$ cat src/rtl/spm_pkg.sv
// ----------------------------------------------------------------------------
// spm_pkg
// shared types and constants of the sparse polynomial multiplier
// ----------------------------------------------------------------------------
package spm_pkg;

    localparam int TERM_COEF_W       = 16;
    localparam int TERM_EXP_W        = 10;
    localparam int COEF_W            = 40;
    localparam int PEXP_W            = 11;
    localparam int PRODUCT_SLOTS     = 64;
    localparam int MAX_TERMS_A_DEF   = 8;
    localparam int MAX_TERMS_B_DEF   = 8;
    localparam int EXP_BITS_DEF      = 10;

    localparam logic [1:0] MODE_LOAD_A = 2'd0;
    localparam logic [1:0] MODE_LOAD_B = 2'd1;
    localparam logic [1:0] MODE_START  = 2'd2;

    typedef enum logic [1:0] {
        ST_IDLE,
        ST_MULT,
        ST_FLUSH,
        ST_DRAIN
    } spm_state_t;

    // one stored product term
    typedef struct packed {
        logic              valid;
        logic [PEXP_W-1:0] expo;
        logic [COEF_W-1:0] coef;
    } spm_entry_t;

    // product term travelling down the chain
    typedef struct packed {
        logic              valid;
        logic              no_swap;
        logic [PEXP_W-1:0] expo;
        logic [COEF_W-1:0] coef;
    } spm_item_t;

    // chain-wide control
    typedef struct packed {
        logic clear;
        logic shift;
    } spm_ctrl_t;

endpackage

$ cat src/rtl/spm_cell.sv
// ----------------------------------------------------------------------------
// spm_cell
// one slot of the sorted product table, systolic insert and left shift drain
// ----------------------------------------------------------------------------
module spm_cell
    import spm_pkg::*;
(
    input  logic       clk,
    input  logic       rst_n,
    input  spm_ctrl_t  ctrl,
    input  spm_item_t  item_in,
    input  spm_entry_t right_ent,
    output spm_item_t  item_out,
    output spm_entry_t ent
);

    spm_entry_t ent_reg, ent_next;
    spm_item_t  itm_reg, itm_next;

    always_comb
    begin
        ent_next       = ent_reg;
        itm_next       = item_in;
        itm_next.valid = 1'b0;
        if (ctrl.clear)
        begin
            ent_next.valid = 1'b0;
        end
        else if (ctrl.shift)
        begin
            ent_next = right_ent;
        end
        else if (item_in.valid)
        begin
            if (!ent_reg.valid)
            begin
                ent_next = '{valid: 1'b1, expo: item_in.expo, coef: item_in.coef};
            end
            else if (ent_reg.expo == item_in.expo)
            begin
                ent_next.coef = ent_reg.coef + item_in.coef;
            end
            else if ((ent_reg.expo > item_in.expo) || item_in.no_swap)
            begin
                // pass the item on
                itm_next = item_in;
            end
            else
            begin
                // take the item, push own entry down
                ent_next = '{valid: 1'b1, expo: item_in.expo, coef: item_in.coef};
                itm_next = '{valid: 1'b1, no_swap: 1'b0,
                             expo: ent_reg.expo, coef: ent_reg.coef};
            end
        end
    end

    always_ff @(posedge clk or negedge rst_n)
    begin
        if (!rst_n)
        begin
            ent_reg <= '0;
            itm_reg <= '0;
        end
        else
        begin
            ent_reg <= ent_next;
            itm_reg <= itm_next;
        end
    end

    assign item_out = itm_reg;
    assign ent      = ent_reg;

endmodule

$ cat config.mk
export PLATFORM = sky130hd
export DESIGN_NAME = spm_cell
export DESIGN_NICKNAME = d
export VERILOG_FILES = /design/src/rtl/spm_pkg.sv /design/src/rtl/spm_cell.sv
export SDC_FILE = /design/constraint.sdc
export NUM_CORES = 1
export LEC_CHECK = 0
export ABC_CLOCK_PERIOD_IN_PS = 2600
export BUFFER_PORTS_ARGS = -buffer_cell sky130_fd_sc_hd__buf_2
export CORE_MARGIN = 5
export CORE_UTILIZATION = 48
export DETAILED_ROUTE_END_ITERATION = 16
export PLACE_DENSITY = 0.81
export REMOVE_ABC_BUFFERS = 1
export SYNTH_ARGS = -nofsm -noshare
export SYNTH_HDL_FRONTEND = slang
export SYNTH_SLANG_ARGS = --single-unit
$ cat constraint.sdc
create_clock -name clk -period 2.6 [get_ports clk]
set_input_delay 0 -clock clk [delete_from_list [all_inputs] [get_ports clk]]
set_output_delay 0 -clock clk [all_outputs]
set_load 0.005 [all_outputs]
**Word-level counts from Yosys, hierarchy flattened**

Cells that the tools add are included.

- Add/subtract/negate cells: 1
- $lt $le $gt $ge: 1
- Equal/unequal tests: 4
- Multiplexer cells: 13
- Bitwise logic cells: 1
- Reduce and logical (&&, ||, !) cells: 5

Operators with widths:

| operator | count |
|---|---|
| $mux 53 | 5 |
| $mux 52 | 4 |
| $mux 51 | 1 |
| $add 40x40->40 | 1 |
| $mux 40 | 1 |
| $eq 11x11->1 | 1 |
| $gt 11x11->1 | 1 |
| $mux 11 | 1 |
| $ne 3x3->1 const B | 2 |
| $ne 4x4->1 const B | 1 |
| $reduce_and 4->1 | 1 |
| $reduce_and 3->1 | 1 |
| $reduce_bool 3->1 | 1 |
| $reduce_bool 2->1 | 1 |
| $logic_or 1x1->1 | 1 |
| $mux 1 | 1 |
| $not 1->1 | 1 |

- Register bits: 105
- Bits of input ports: 109
- Output and inout port bits: 105
- Word-level logic and storage cells: 32

**Depth between registers and ports, before layout**

Gate-level depths: netlist (run 1).

- Depth after elaboration: 8
- Depth in mapped cells: 14
- Depth with buffers taken out: 12

**Worst setup path after synthesis (run 1)**

Ideal clock, no wire load.

- Path type: flip-flop to flip-flop
- Start: register ent_reg, in the netlist ent[0]
- End: register ent_reg, in the netlist ent[28]
- Setup time: 0.083 ns
- Arrival time: 2.557 ns
- Data required time: 2.517 ns
- Setup slack: -0.040 ns
- Stages on the path, launching flop included: 13
- Path buffers: 0
- Period minus slack after synthesis: 2.640 ns
- Path through: dfrtp_1 -> ha_1 -> fa_1 -> a21oi_1 -> o211ai_1 -> a21oi_2 -> nor2_4 -> a221oi_2 -> o21ai_0 -> a21oi_1 -> xnor2_1 -> mux2i_1 -> o21ai_0

- Longest elaborated chain between the ends: 5

RTL lines:

| element | RTL line | text |
|---|---|---|
| start: declaration | spm_cell.sv:17 | `spm_entry_t ent_reg, ent_next;` |
| start signal: assignment | spm_cell.sv:67 | `ent_reg <= ent_next;` |
| $add 40x40->40 | spm_cell.sv:41 | `ent_next.coef = ent_reg.coef + item_in.coef;` |
| $mux 40 | spm_cell.sv:39 | `else if (ent_reg.expo == item_in.expo)` |
| $mux 52 | spm_cell.sv:35 | `if (!ent_reg.valid)` |
| $mux 52 | spm_cell.sv:33 | `else if (item_in.valid)` |
| $mux 52 | spm_cell.sv:29 | `else if (ctrl.shift)` |

No other way between the ends. The select of a mux whose other input is x is not followed.
A chain may end at the register's enable or synchronous reset.

**Worst setup path after layout (run 1)**

- Start: register ent_reg, in the netlist ent[22]
- End: register ent_reg, in the netlist ent[35]

Same word-level chain as after synthesis.

==> flow_metrics.env, run 1 <==
export IMPL_cts_sinks=105
export IMPL_synthesis_area_per_instance_um2=8.68
export IMPL_hold_path_class="in -> reg"
export IMPL_async_flop_share_pct=100
export IMPL_final_max_slew_viol_count=0
export IMPL_drt_drc_violations_left=0
export IMPL_final_critical_path_setup_slack_ps=-156
export IMPL_endpoint_kind="flop"
export IMPL_violations_in_the_final_reports="setup timing"
export IMPL_worst_setup_hold_path_clk_slew_ps=80
export IMPL_grt_first_pass_wirelength_mm=40.1
export IMPL_layout_min_cycle_time_ps=2760
export IMPL_first_global_vias=8163
export IMPL_htree_num_levels=3
export IMPL_path_delay_family="compound AO/OA/AOI/OAI gates"
export IMPL_max_cap_violations=0
export IMPL_synthDominantAreaCellType="dfrtp_1"
export IMPL_synthTopCellsByArea="dfrtp_1, ha_1, mux2_2"
export IMPL_holdWs_ps=9.89
export IMPL_timing_hold_violations_final=0
export IMPL_finalCritPeriodShare_pct=106
export IMPL_syn_inst=830
export IMPL_setup_violations=35
export IMPL_worstPathArrival_ps=2990
export IMPL_clock_insertion_delay_worst_skew_ps=360
export IMPL_ioPinCount=214
export IMPL_cts_root_buf="clkbuf_16"
export IMPL_ys_seq_elements=105
export IMPL_slowest_delay_ps=440
export IMPL_globalRoute_totalOverflow=0
export IMPL_dp_hpwl_mm=16.1
export IMPL_synth_sequential_area_ratio_pct=36.5
export IMPL_dr_first_iter_drc_count=826
export IMPL_fin_worst_skew_ps=13.2
export IMPL_outcome="finished with violations"
export IMPL_grt_start_max_net_pins=95
export IMPL_rr_endpoint="ent[35]$_DFFE_PN0P_"
export IMPL_drt_pass1_iterations=7
export IMPL_fmax_mhz=363
export IMPL_port_buffers=213
export IMPL_regToRegStartpoint="ent[22]$_DFFE_PN0P_"
export IMPL_post_route_util_pct=77.4
export IMPL_design_power_total_mw=6.24
export IMPL_dr_vias=8300
export IMPL_die_width_um=133
export IMPL_vias_per_cell=5.88
export IMPL_hold_start="right_ent[17]"
export IMPL_largest_reg_flops=53
export IMPL_worst_pin_slew_ps=814
export IMPL_netlist_area_mm2=0.00720
export IMPL_worstRegToRegCells=11
export IMPL_drive_above_1_share_pct=42.9
export IMPL_grt_antenna_before_repair=0
export IMPL_tot_gr_track_use_pct=27.4
export IMPL_r2r_setup_slack_ps=-160
export IMPL_power_static_leakage_nw=5.31
export IMPL_start_kind="flop"
export IMPL_tritoncts_num_buffers=9
export IMPL_dp_worst_setup_slack_ps=-233
export IMPL_totalWireLength_mm=27.5
export IMPL_routabilityCongestion=0.953
export IMPL_die_area_mm2=0.0176
export IMPL_yosysUniqueCellTypes=59
export IMPL_synth_main_ff_cell="dfrtp_1"
export IMPL_synth_edff_count=0
export IMPL_cp_required_ps=2840
export IMPL_ant_nets=0
export IMPL_timing_hold_worst_path_depth=5
export IMPL_path_buf_inv=1
export IMPL_path_common_cell="a21o_1"
export IMPL_tritoncts="yes"
export IMPL_clk_path_buf_depth=2
export IMPL_std_cell_rows=44
export IMPL_rsz0062_at_grt="true"
export IMPL_design_core_area_mm2=0.0146
export IMPL_cpMaxStageDelayCell="dfrtp_1"
export IMPL_cellPowerDensity_mw_per_mm2=550
export IMPL_num_nets_final=1382
export IMPL_peak_supply_drop_mv=0.375
export IMPL_synth_top_area_share_pct=36.5
export IMPL_critical_path_cell_chain="ha_4 > a21o_1 > a31oi_1 > o221ai_1 > a21o_1 > a21oi_2 > buf_4 > o21ai_2 > a311oi_2 > xor2_1 > a31oi_4"
export IMPL_syn2layout_area_growth_pct=57.3
export IMPL_min_delay_worst_endpoint="ent[17]$_DFFE_PN0P_"
export IMPL_ys_warn_count=0
export IMPL_route_detailed_wl_per_inst_um=19.5
export IMPL_die_h_um=133
export IMPL_path_max_fanout=5
export IMPL_slew_headroom_pct=45.7
export IMPL_type_of_the_worst_setup_path="reg -> reg"
export IMPL_start_util_pct=49.2
==> layer usage <==
metal	GRT usage [%]	part of all wire, %	wire length, um
met1	33.5	37	10200
met2	47.9	51	14100
met3	3.99	7.3	2020
met4	12.2	4.3	1180
met5	0	0	0
==> cell usage after synthesis, drive strengths merged, types with 2 or more instances <==
library cell  number
nand3             13
inv               26
o21a               2
ha                50
a221oi             3
nand4             13
xnor2             28
a21o              17
nor2              54
xor2               6
and2               2
o31ai              6
a311oi             3
and4               2
or2                3
and3               2
o21bai             5
a31oi             14
a211oi             7
clkbuf            25
buf               26
nor3              12
nor2b              6
nor3b              2
o221ai             7
o21ai             75
nand2            134
mux2i              9
o211ai             5
dfrtp            105
mux2              52
a21oi            104
==> layout by cell type, fill, tap and decap left out, drive strengths merged, types with 5 or more instances in the layout <==
cell         instances
ha                  50
o221ai               7
nor2                54
xor2                 6
dlygate4sd3         95
nand2              134
clkbuf              13
a211oi               7
o21ai               75
inv                 28
xnor2               28
mux2                52
nor2b                6
a31oi               14
buf                333
nand3               13
nor3                12
a21oi              104
o31ai                6
a21o                17
nand4               13
o21bai               5
mux2i                9
o211ai               5
dfrtp              105
==> tightest hold or removal path: stages <==
cell and delay [ps]:
buf_2 100, inv_1 50, a21oi_1 60, o21ai_0 70
nand2_1 50
==> through the flow <==
step / std cells / TNS, ps / cell area (um^2)
2_1_floorplan: 779 / -193090 / 6980
3_3_place_gp: 1276 / -1670 / 9130
3_5_place_dp: 1276 / -3110 / 9130
4_1_cts: 1396 / -110 / 10600
5_1_grt: 1411 / -7730 / 11300
6_report: 1412 / -2350 / 11300
==> layout make-up <==
class,instances,area (um^2)
Antenna cell,1,2.50
Clock buffer,10,239
Clock inverter,6,50.0
Fill cell,848,3310
Inverter,26,97.6
Multi-Input combinational cell,649,4920
Sequential cell,105,2630
Tap cell,184,230
Timing Repair Buffer,431,3170
==> logic make-up (layout without fill, tap and decap cells) <==
logic type                 after synthesis  in the layout  share of synthesized area [%]
muxes                                   61             61                           9.38
DFF                                    105            105                           36.5
AOI/OAI and AO/OA                      255            256                           21.6
adders and majority gates               51             51                           8.96
xor gates and xnor gates                34             34                           4.13
buffers and inverters                   77            473                           4.43
other                                    0              1                              0
and+or+nand+nor                        247            247                           15.0
==> power breakdown <==
group          switching [mW]  internal (mW)  total [mW]
Clock                   0.686          0.690        1.38
Combinational            1.47           1.44        2.91
Sequential              0.147           1.80        1.95
Total                    2.30           3.93        6.24
==> worst max path at each step <==
stage | startpoint | endpoint | slack [ps] | depth (start not counted)
floorplan | ent[44]$_DFFE_PN0P_ | item_out[0]$_DFF_PN0_ | -3260 | 7
global placement | ent[0]$_DFFE_PN0P_ | ent[20]$_DFFE_PN0P_ | -170 | 13
detailed placement | ent[0]$_DFFE_PN0P_ | ent[28]$_DFFE_PN0P_ | -230 | 12
CTS | ent[0]$_DFFE_PN0P_ | ent[20]$_DFFE_PN0P_ | -30 | 13
global route | ent[6]$_DFFE_PN0P_ | ent[39]$_DFFE_PN0P_ | -270 | 13
finish | ent[22]$_DFFE_PN0P_ | ent[35]$_DFFE_PN0P_ | -160 | 11
==> what timing repair did <==
item                                    in CTS  in global routing
hold buffers                                95                  0
cloned                                       0                  6
endpoints found under the setup margin      45                 77
pin swaps                                   31                 49
endpoints found under the hold margin      154                  0
resized for setup                           45                131
setup buffers                                9                  9
(Power assumes the default switching activity.)
==> run 2: changes to the inputs <==
--- a/constraint.sdc
+++ b/constraint.sdc
@@ -3,2 +3,2 @@
 set_output_delay 0 -clock clk [all_outputs]
-set_load 0.005 [all_outputs]
+set_load 0.1 [all_outputs]
==> run 2 against run 1 <==
The run still ends with setup timing left. Flip-flop and latch count unchanged. Total power increased by 24%. Critical path depth rose by 1. Sequential share of layout area decreased by 0.53 points. Routed wire length increased by 6.8%. Setup slack got worse by 110 ps. Register-to-register slack worse by 110 ps. Global-route usage increased by 1.3 points. Critical path type unchanged. Largest power group unchanged.
==> flow_metrics.env, run 2 (synthesis gave the netlist of run 1 again) <==
export IMPL_outcome="finished with violations"
export IMPL_violations_in_the_final_reports="setup timing"
export IMPL_first_global_vias=8285
export IMPL_hold_path_class="in -> reg"
export IMPL_type_of_the_worst_setup_path="reg -> reg"
export IMPL_multiInputGateArea_mm2=0.00497
export IMPL_final_cell_mix="buf_2, nand2_1, dfrtp_1, buf_4, dlygate4sd3_1"
export IMPL_design_core_area_mm2=0.0146
export IMPL_endpoint_kind="flop"
export IMPL_cellPowerDensity_mw_per_mm2=668
export IMPL_timing_hold_violations_final=0
export IMPL_ioPinCount=214
export IMPL_grt_first_pass_wirelength_mm=41.8
export IMPL_drt_pass1_iterations=6
export IMPL_power_static_leakage_nw=5.49
export IMPL_tritoncts="yes"
export IMPL_peak_supply_drop_mv=0.466
export IMPL_num_nets_final=1393
export IMPL_routabilityCongestion=0.948
export IMPL_max_cap_violations=0
export IMPL_largest_reg_flops=53
export IMPL_sequential_cell_area_mm2=0.00263
export IMPL_cp_required_ps=2820
export IMPL_std_cell_rows=44
export IMPL_htree_num_levels=3
export IMPL_port_buffers=213
export IMPL_path_max_fanout=8
export IMPL_final_max_slew_viol_count=0
export IMPL_dr_first_iter_drc_count=937
export IMPL_tot_gr_track_use_pct=28.7
export IMPL_dp_hpwl_mm=16.0
export IMPL_cpMaxStageDelayCell="a311o_2"
export IMPL_critical_path_cell_chain="ha_1 > nor2b_1 > o21ai_1 > nand2b_1 > a21oi_2 > o211ai_1 > or2_4 > a311o_2 > buf_12 > nor2_4 > buf_6 > a41oi_2"
export IMPL_totalWireLength_mm=29.4
export IMPL_dr_vias=8592
export IMPL_holdWs_ps=34.8
export IMPL_worst_pin_slew_ps=844
export IMPL_drive_above_1_share_pct=43.7
export IMPL_fmax_mhz=349
export IMPL_globalRoute_totalOverflow=0
export IMPL_route_detailed_wl_per_inst_um=20.7
export IMPL_stdcell_count=1423
export IMPL_start_util_pct=49.2
export IMPL_path_delay_family="compound AO/OA/AOI/OAI gates"
export IMPL_die_area_mm2=0.0176
export IMPL_cts_root_buf="clkbuf_16"
export IMPL_ant_nets=0
export IMPL_clk_path_buf_depth=2
export IMPL_final_critical_path_setup_slack_ps=-266
export IMPL_fill_cells=836
export IMPL_placed_cells_incl_taps=1280
export IMPL_slew_headroom_pct=43.8
export IMPL_clock_insertion_delay_worst_skew_ps=360
export IMPL_path_buf_inv=2
export IMPL_start_kind="flop"
export IMPL_layout_min_cycle_time_ps=2870
export IMPL_grt_start_max_net_pins=95
export IMPL_worstPathArrival_ps=3090
export IMPL_syn2layout_area_growth_pct=61.1
export IMPL_drt_drc_violations_left=0
export IMPL_crit_path_cell_count=12
export IMPL_timing_hold_worst_path_depth=4
export IMPL_worst_setup_hold_path_clk_slew_ps=70
export IMPL_setup_violations=71
export IMPL_die_width_um=133
export IMPL_commonest_non_fill_non_tap_cell_in_the_layout="buf_2"
export IMPL_fin_worst_skew_ps=9.87
export IMPL_worstRegToRegCells=12
export IMPL_rsz0062_at_grt="true"
export IMPL_slowest_delay_ps=530
export IMPL_dp_worst_setup_slack_ps=-227
export IMPL_finalCritPeriodShare_pct=110
export IMPL_cts_sinks=105
export IMPL_die_h_um=133
export IMPL_tritoncts_num_buffers=9
export IMPL_grt_antenna_before_repair=0
export IMPL_vias_per_cell=6.04
-- run 2: cell types whose count changed in the layout (fill, tap and decap cells not counted), sizes merged --
cell	change
buf	+8
clkbuf	+4
inv	-1
clkinv	-3
diode	+1
bufinv	+2
-- run 2: power breakdown --
group	switching, mW	total (mW)	internal, mW	leakage, nW
sequential	0.146	1.95	1.80	1.26
combinational	2.81	4.27	1.47	4.08
clock	0.654	1.53	0.871	0.152
-- run 2: path summary, 6_finish.rpt --
path                                     endpoint                start  slack (ps)
max reg2reg                   ent[36]$_DFFE_PN0P_  ent[41]$_DFFE_PN0P_        -270
min                           ent[42]$_DFFE_PN0P_        right_ent[42]          30
min in group asynchronous  item_out[29]$_DFF_PN0_                rst_n         280
max                           ent[36]$_DFFE_PN0P_  ent[41]$_DFFE_PN0P_        -270
max in group asynchronous     ent[51]$_DFFE_PN0P_                rst_n        1530
min reg2reg                   ent[17]$_DFFE_PN0P_  ent[17]$_DFFE_PN0P_         550
-- run 2: through the flow --
stage	setup TNS (ps)	total power, mW	util [%]	instance area (um^2)
final	-11090	7.75	79.3	11600
after global routing	-21120	8.05	79.2	11600
after CTS	-418	7.26	73.4	10800
after detailed placement	-3290	5.48	62.6	9160
after global placement	-1710	5.42	62.6	9160
after floorplan	-253610	4.46	-	6980
-- run 2: final cells by class --
type,count,area share (%)
repair buffers,442,28.9
well taps,184,1.98
flip-flops and latches,105,22.6
clock inverters,4,0.658
diodes,2,0.0431
inverters,26,0.841
clock buffers,11,2.09
multi-input cells,649,42.8
-- run 2: what timing repair did --
| item | 4_1_cts | 5_1_grt |
|---|---|---|
| endpoints found under the setup margin | 45 | 82 |
| endpoints found under the hold margin | 155 | 0 |
| resized for setup | 52 | 152 |
| buffers inserted | 7 | 16 |
| hold buffers | 95 | 0 |
| cloned | 2 | 7 |
| pin swaps | 20 | 48 |
-- run 2: worst register-to-register path, cell delays in order, from the launching register on --
cell	delay (ps)
dfrtp_1	390
ha_1	300
nor2b_1	150
o21ai_1	190
nand2b_1	100
a21oi_2	120
o211ai_1	150
or2_4	300
a311o_2	530
buf_12	180
nor2_4	70
buf_6	150
a41oi_2	100
-- run 2: routing by layer --
metal,global-route usage [%],vias up,share of wire (%)
li1,-,3780,-
met1,34.3,4102,37
met2,50.5,569,50
met3,5.24,141,7.8
met4,12.9,0,5.2
met5,0,-,0
==> run 3: changes to the inputs <==
Settings changed: CTS_BUF_LIST set to sky130_fd_sc_hd__clkbuf_16.
==> run 3 against run 2 <==
The run still ends with setup timing left. Clock power about the same. Setup slack better by 51 ps. Hold slack worse by 1.9 ps. Global-route usage shrank 0.32 points. Register-to-register slack gained 50 ps. Sequential share of layout area up 0.19 points. Flip-flop and latch count unchanged.
==> flow_metrics.env, run 3 (synthesis gave the netlist of run 1 again) <==
export IMPL_outcome="finished with violations"
export IMPL_violations_in_the_final_reports="setup timing"
export IMPL_final_cell_mix="buf_2, nand2_1, dfrtp_1, dlygate4sd3_1, buf_4"
export IMPL_port_buffers=213
export IMPL_power_switching_mw=3.57
export IMPL_cts_sinks=105
export IMPL_grt_start_max_net_pins=95
export IMPL_die_h_um=133
export IMPL_clock_insertion_delay_worst_skew_ps=360
export IMPL_placed_area_mm2=0.00916
export IMPL_start_util_pct=49.2
export IMPL_combinationalPowerShare_pct=55.0
export IMPL_max_cap_violations=0
export IMPL_dp_worst_setup_slack_ps=-227
export IMPL_type_of_the_worst_setup_path="reg -> reg"
export IMPL_part_of_the_total_power_dissipated_in_sequential_elements_pct=25.4
export IMPL_fin_area_mm2=0.0115
export IMPL_setup_violations=49
export IMPL_start_kind="flop"
export IMPL_endpoint_kind="flop"
export IMPL_post_route_util_pct=78.6
export IMPL_tritoncts_num_buffers=9
export IMPL_final_critical_path_setup_slack_ps=-214
export IMPL_vias_per_cell=5.96
export IMPL_htree_num_levels=3
export IMPL_ant_nets=0
export IMPL_timing_hold_violations_final=0
export IMPL_globalRoute_totalOverflow=0
export IMPL_die_area_mm2=0.0176
export IMPL_grt_antenna_before_repair=1
export IMPL_route_detailed_wl_per_inst_um=20.3
export IMPL_fmax_mhz=355
export IMPL_timing_setup_tns_ps=-4320
export IMPL_power_switching_share_pct=46.7
export IMPL_routabilityCongestion=0.948
export IMPL_fill_cells=849
export IMPL_pwr_share_clk_pct=19.6
export IMPL_drt_drc_violations_left=0
export IMPL_dp_hpwl_mm=16.0
export IMPL_layout_min_cycle_time_ps=2810
export IMPL_peak_supply_drop_mv=0.439
export IMPL_stdcell_count=1415
export IMPL_std_cell_rows=44
export IMPL_ioPinCount=214
export IMPL_cellPowerDensity_mw_per_mm2=664
export IMPL_drt_pass1_iterations=5
export IMPL_design_power_total_mw=7.64
export IMPL_drive_above_1_share_pct=42.1
export IMPL_rsz0062_at_grt="true"
export IMPL_design_core_area_mm2=0.0146
export IMPL_worst_setup_hold_path_clk_slew_ps=80
export IMPL_finalCritPeriodShare_pct=108
export IMPL_worstPathArrival_ps=3100
export IMPL_slew_headroom_pct=44.4
export IMPL_largest_reg_flops=53
export IMPL_holdWs_ps=32.9
export IMPL_tritoncts="yes"
export IMPL_first_global_vias=8221
export IMPL_hold_path_class="in -> reg"
export IMPL_cts_root_buf="clkbuf_16"
export IMPL_intPower_mw=4.08
export IMPL_grt_first_pass_wirelength_mm=41.1
export IMPL_dr_vias=8429
export IMPL_tot_gr_track_use_pct=28.4
export IMPL_power_static_leakage_nw=5.47
export IMPL_clk_path_buf_depth=2
export IMPL_totalWireLength_mm=28.7
export IMPL_fin_worst_skew_ps=8.89
export IMPL_dr_first_iter_drc_count=801
export IMPL_path_max_fanout=3
export IMPL_die_width_um=133
export IMPL_syn2layout_area_growth_pct=59.8
export IMPL_cp_required_ps=2880
export IMPL_final_max_slew_viol_count=0
export IMPL_placed_cells_incl_taps=1280
export IMPL_commonest_non_fill_non_tap_cell_in_the_layout="buf_2"
export IMPL_worst_pin_slew_ps=834
export IMPL_num_nets_final=1386
[run 3: changes by cell type in the layout (fill, tap and decap cells not counted), sizes merged]
cell         change
clkinv           +1
dlygate4sd3      +1
diode            -1
inv              +1
clkbuf           -4
buf              -6
[run 3: power groups by stage]
| stage | Clock [mW] | Combinational (mW) | Sequential (mW) |
|---|---|---|---|
| global placement | 0 | 3.48 | 1.94 |
| detailed placement | 0 | 3.53 | 1.95 |
| global route | 1.56 | 4.42 | 1.97 |
| CTS | 1.49 | 3.77 | 1.92 |
| finish | 1.50 | 4.20 | 1.94 |
| floorplan | 0 | 1.23 | 3.24 |
[run 3: worst max-delay path: stages, from the launching register on]
cell and delay, ps:
dfrtp_1 410, ha_4 180, fa_2 430, a21oi_4 160
o211ai_1 160, a21oi_2 220, nor2_4 80, a221oi_4 350
buf_4 180, o21ai_2 60, a21oi_2 140, xnor2_1 130
mux2i_1 90, o21ai_1 130
[run 3: cell type report]
type | count | area (um^2) | area share, %
antenna | 1 | 2.50 | 0.0217
clock buffer | 9 | 225 | 1.96
clock inverter | 6 | 83.8 | 0.728
inverter | 26 | 97.6 | 0.848
multi-input combinational | 649 | 4930 | 42.8
sequential | 105 | 2630 | 22.8
tap | 184 | 230 | 2.00
timing repair buffer | 435 | 3310 | 28.8
[run 3: final timing paths]
kind / from / endpoint / slack [ps] / cells after the start
worst max-delay path: ent[0]$_DFFE_PN0P_ / ent[28]$_DFFE_PN0P_ / -210 / 13
worst min-delay path: right_ent[31] / ent[31]$_DFFE_PN0P_ / 30 / 5
worst max register to register: ent[0]$_DFFE_PN0P_ / ent[28]$_DFFE_PN0P_ / -210 / 13
worst min register to register: ent[17]$_DFFE_PN0P_ / ent[17]$_DFFE_PN0P_ / 550 / 2
max in group asynchronous: rst_n / item_out[37]$_DFF_PN0_ / 1550 / 3
min in group asynchronous: rst_n / item_out[34]$_DFF_PN0_ / 280 / 2
[run 3: per-layer routing]
metal	vias up	GRT usage, %	wire [um]
met5	-	0	0
met4	0	13.7	1450
met3	134	4.97	2270
met2	523	49.7	14300
met1	4015	33.8	10700
li1	3757	-	-
[run 3: what timing repair did]
| action | CTS | global route |
|---|---|---|
| cloned | 4 | 4 |
| gates resized for setup | 47 | 158 |
| buffers inserted | 5 | 11 |
| hold buffers | 96 | 0 |
| hold endpoints to repair | 156 | 0 |
| endpoints found under the setup margin | 45 | 81 |
| pin swaps | 16 | 59 |
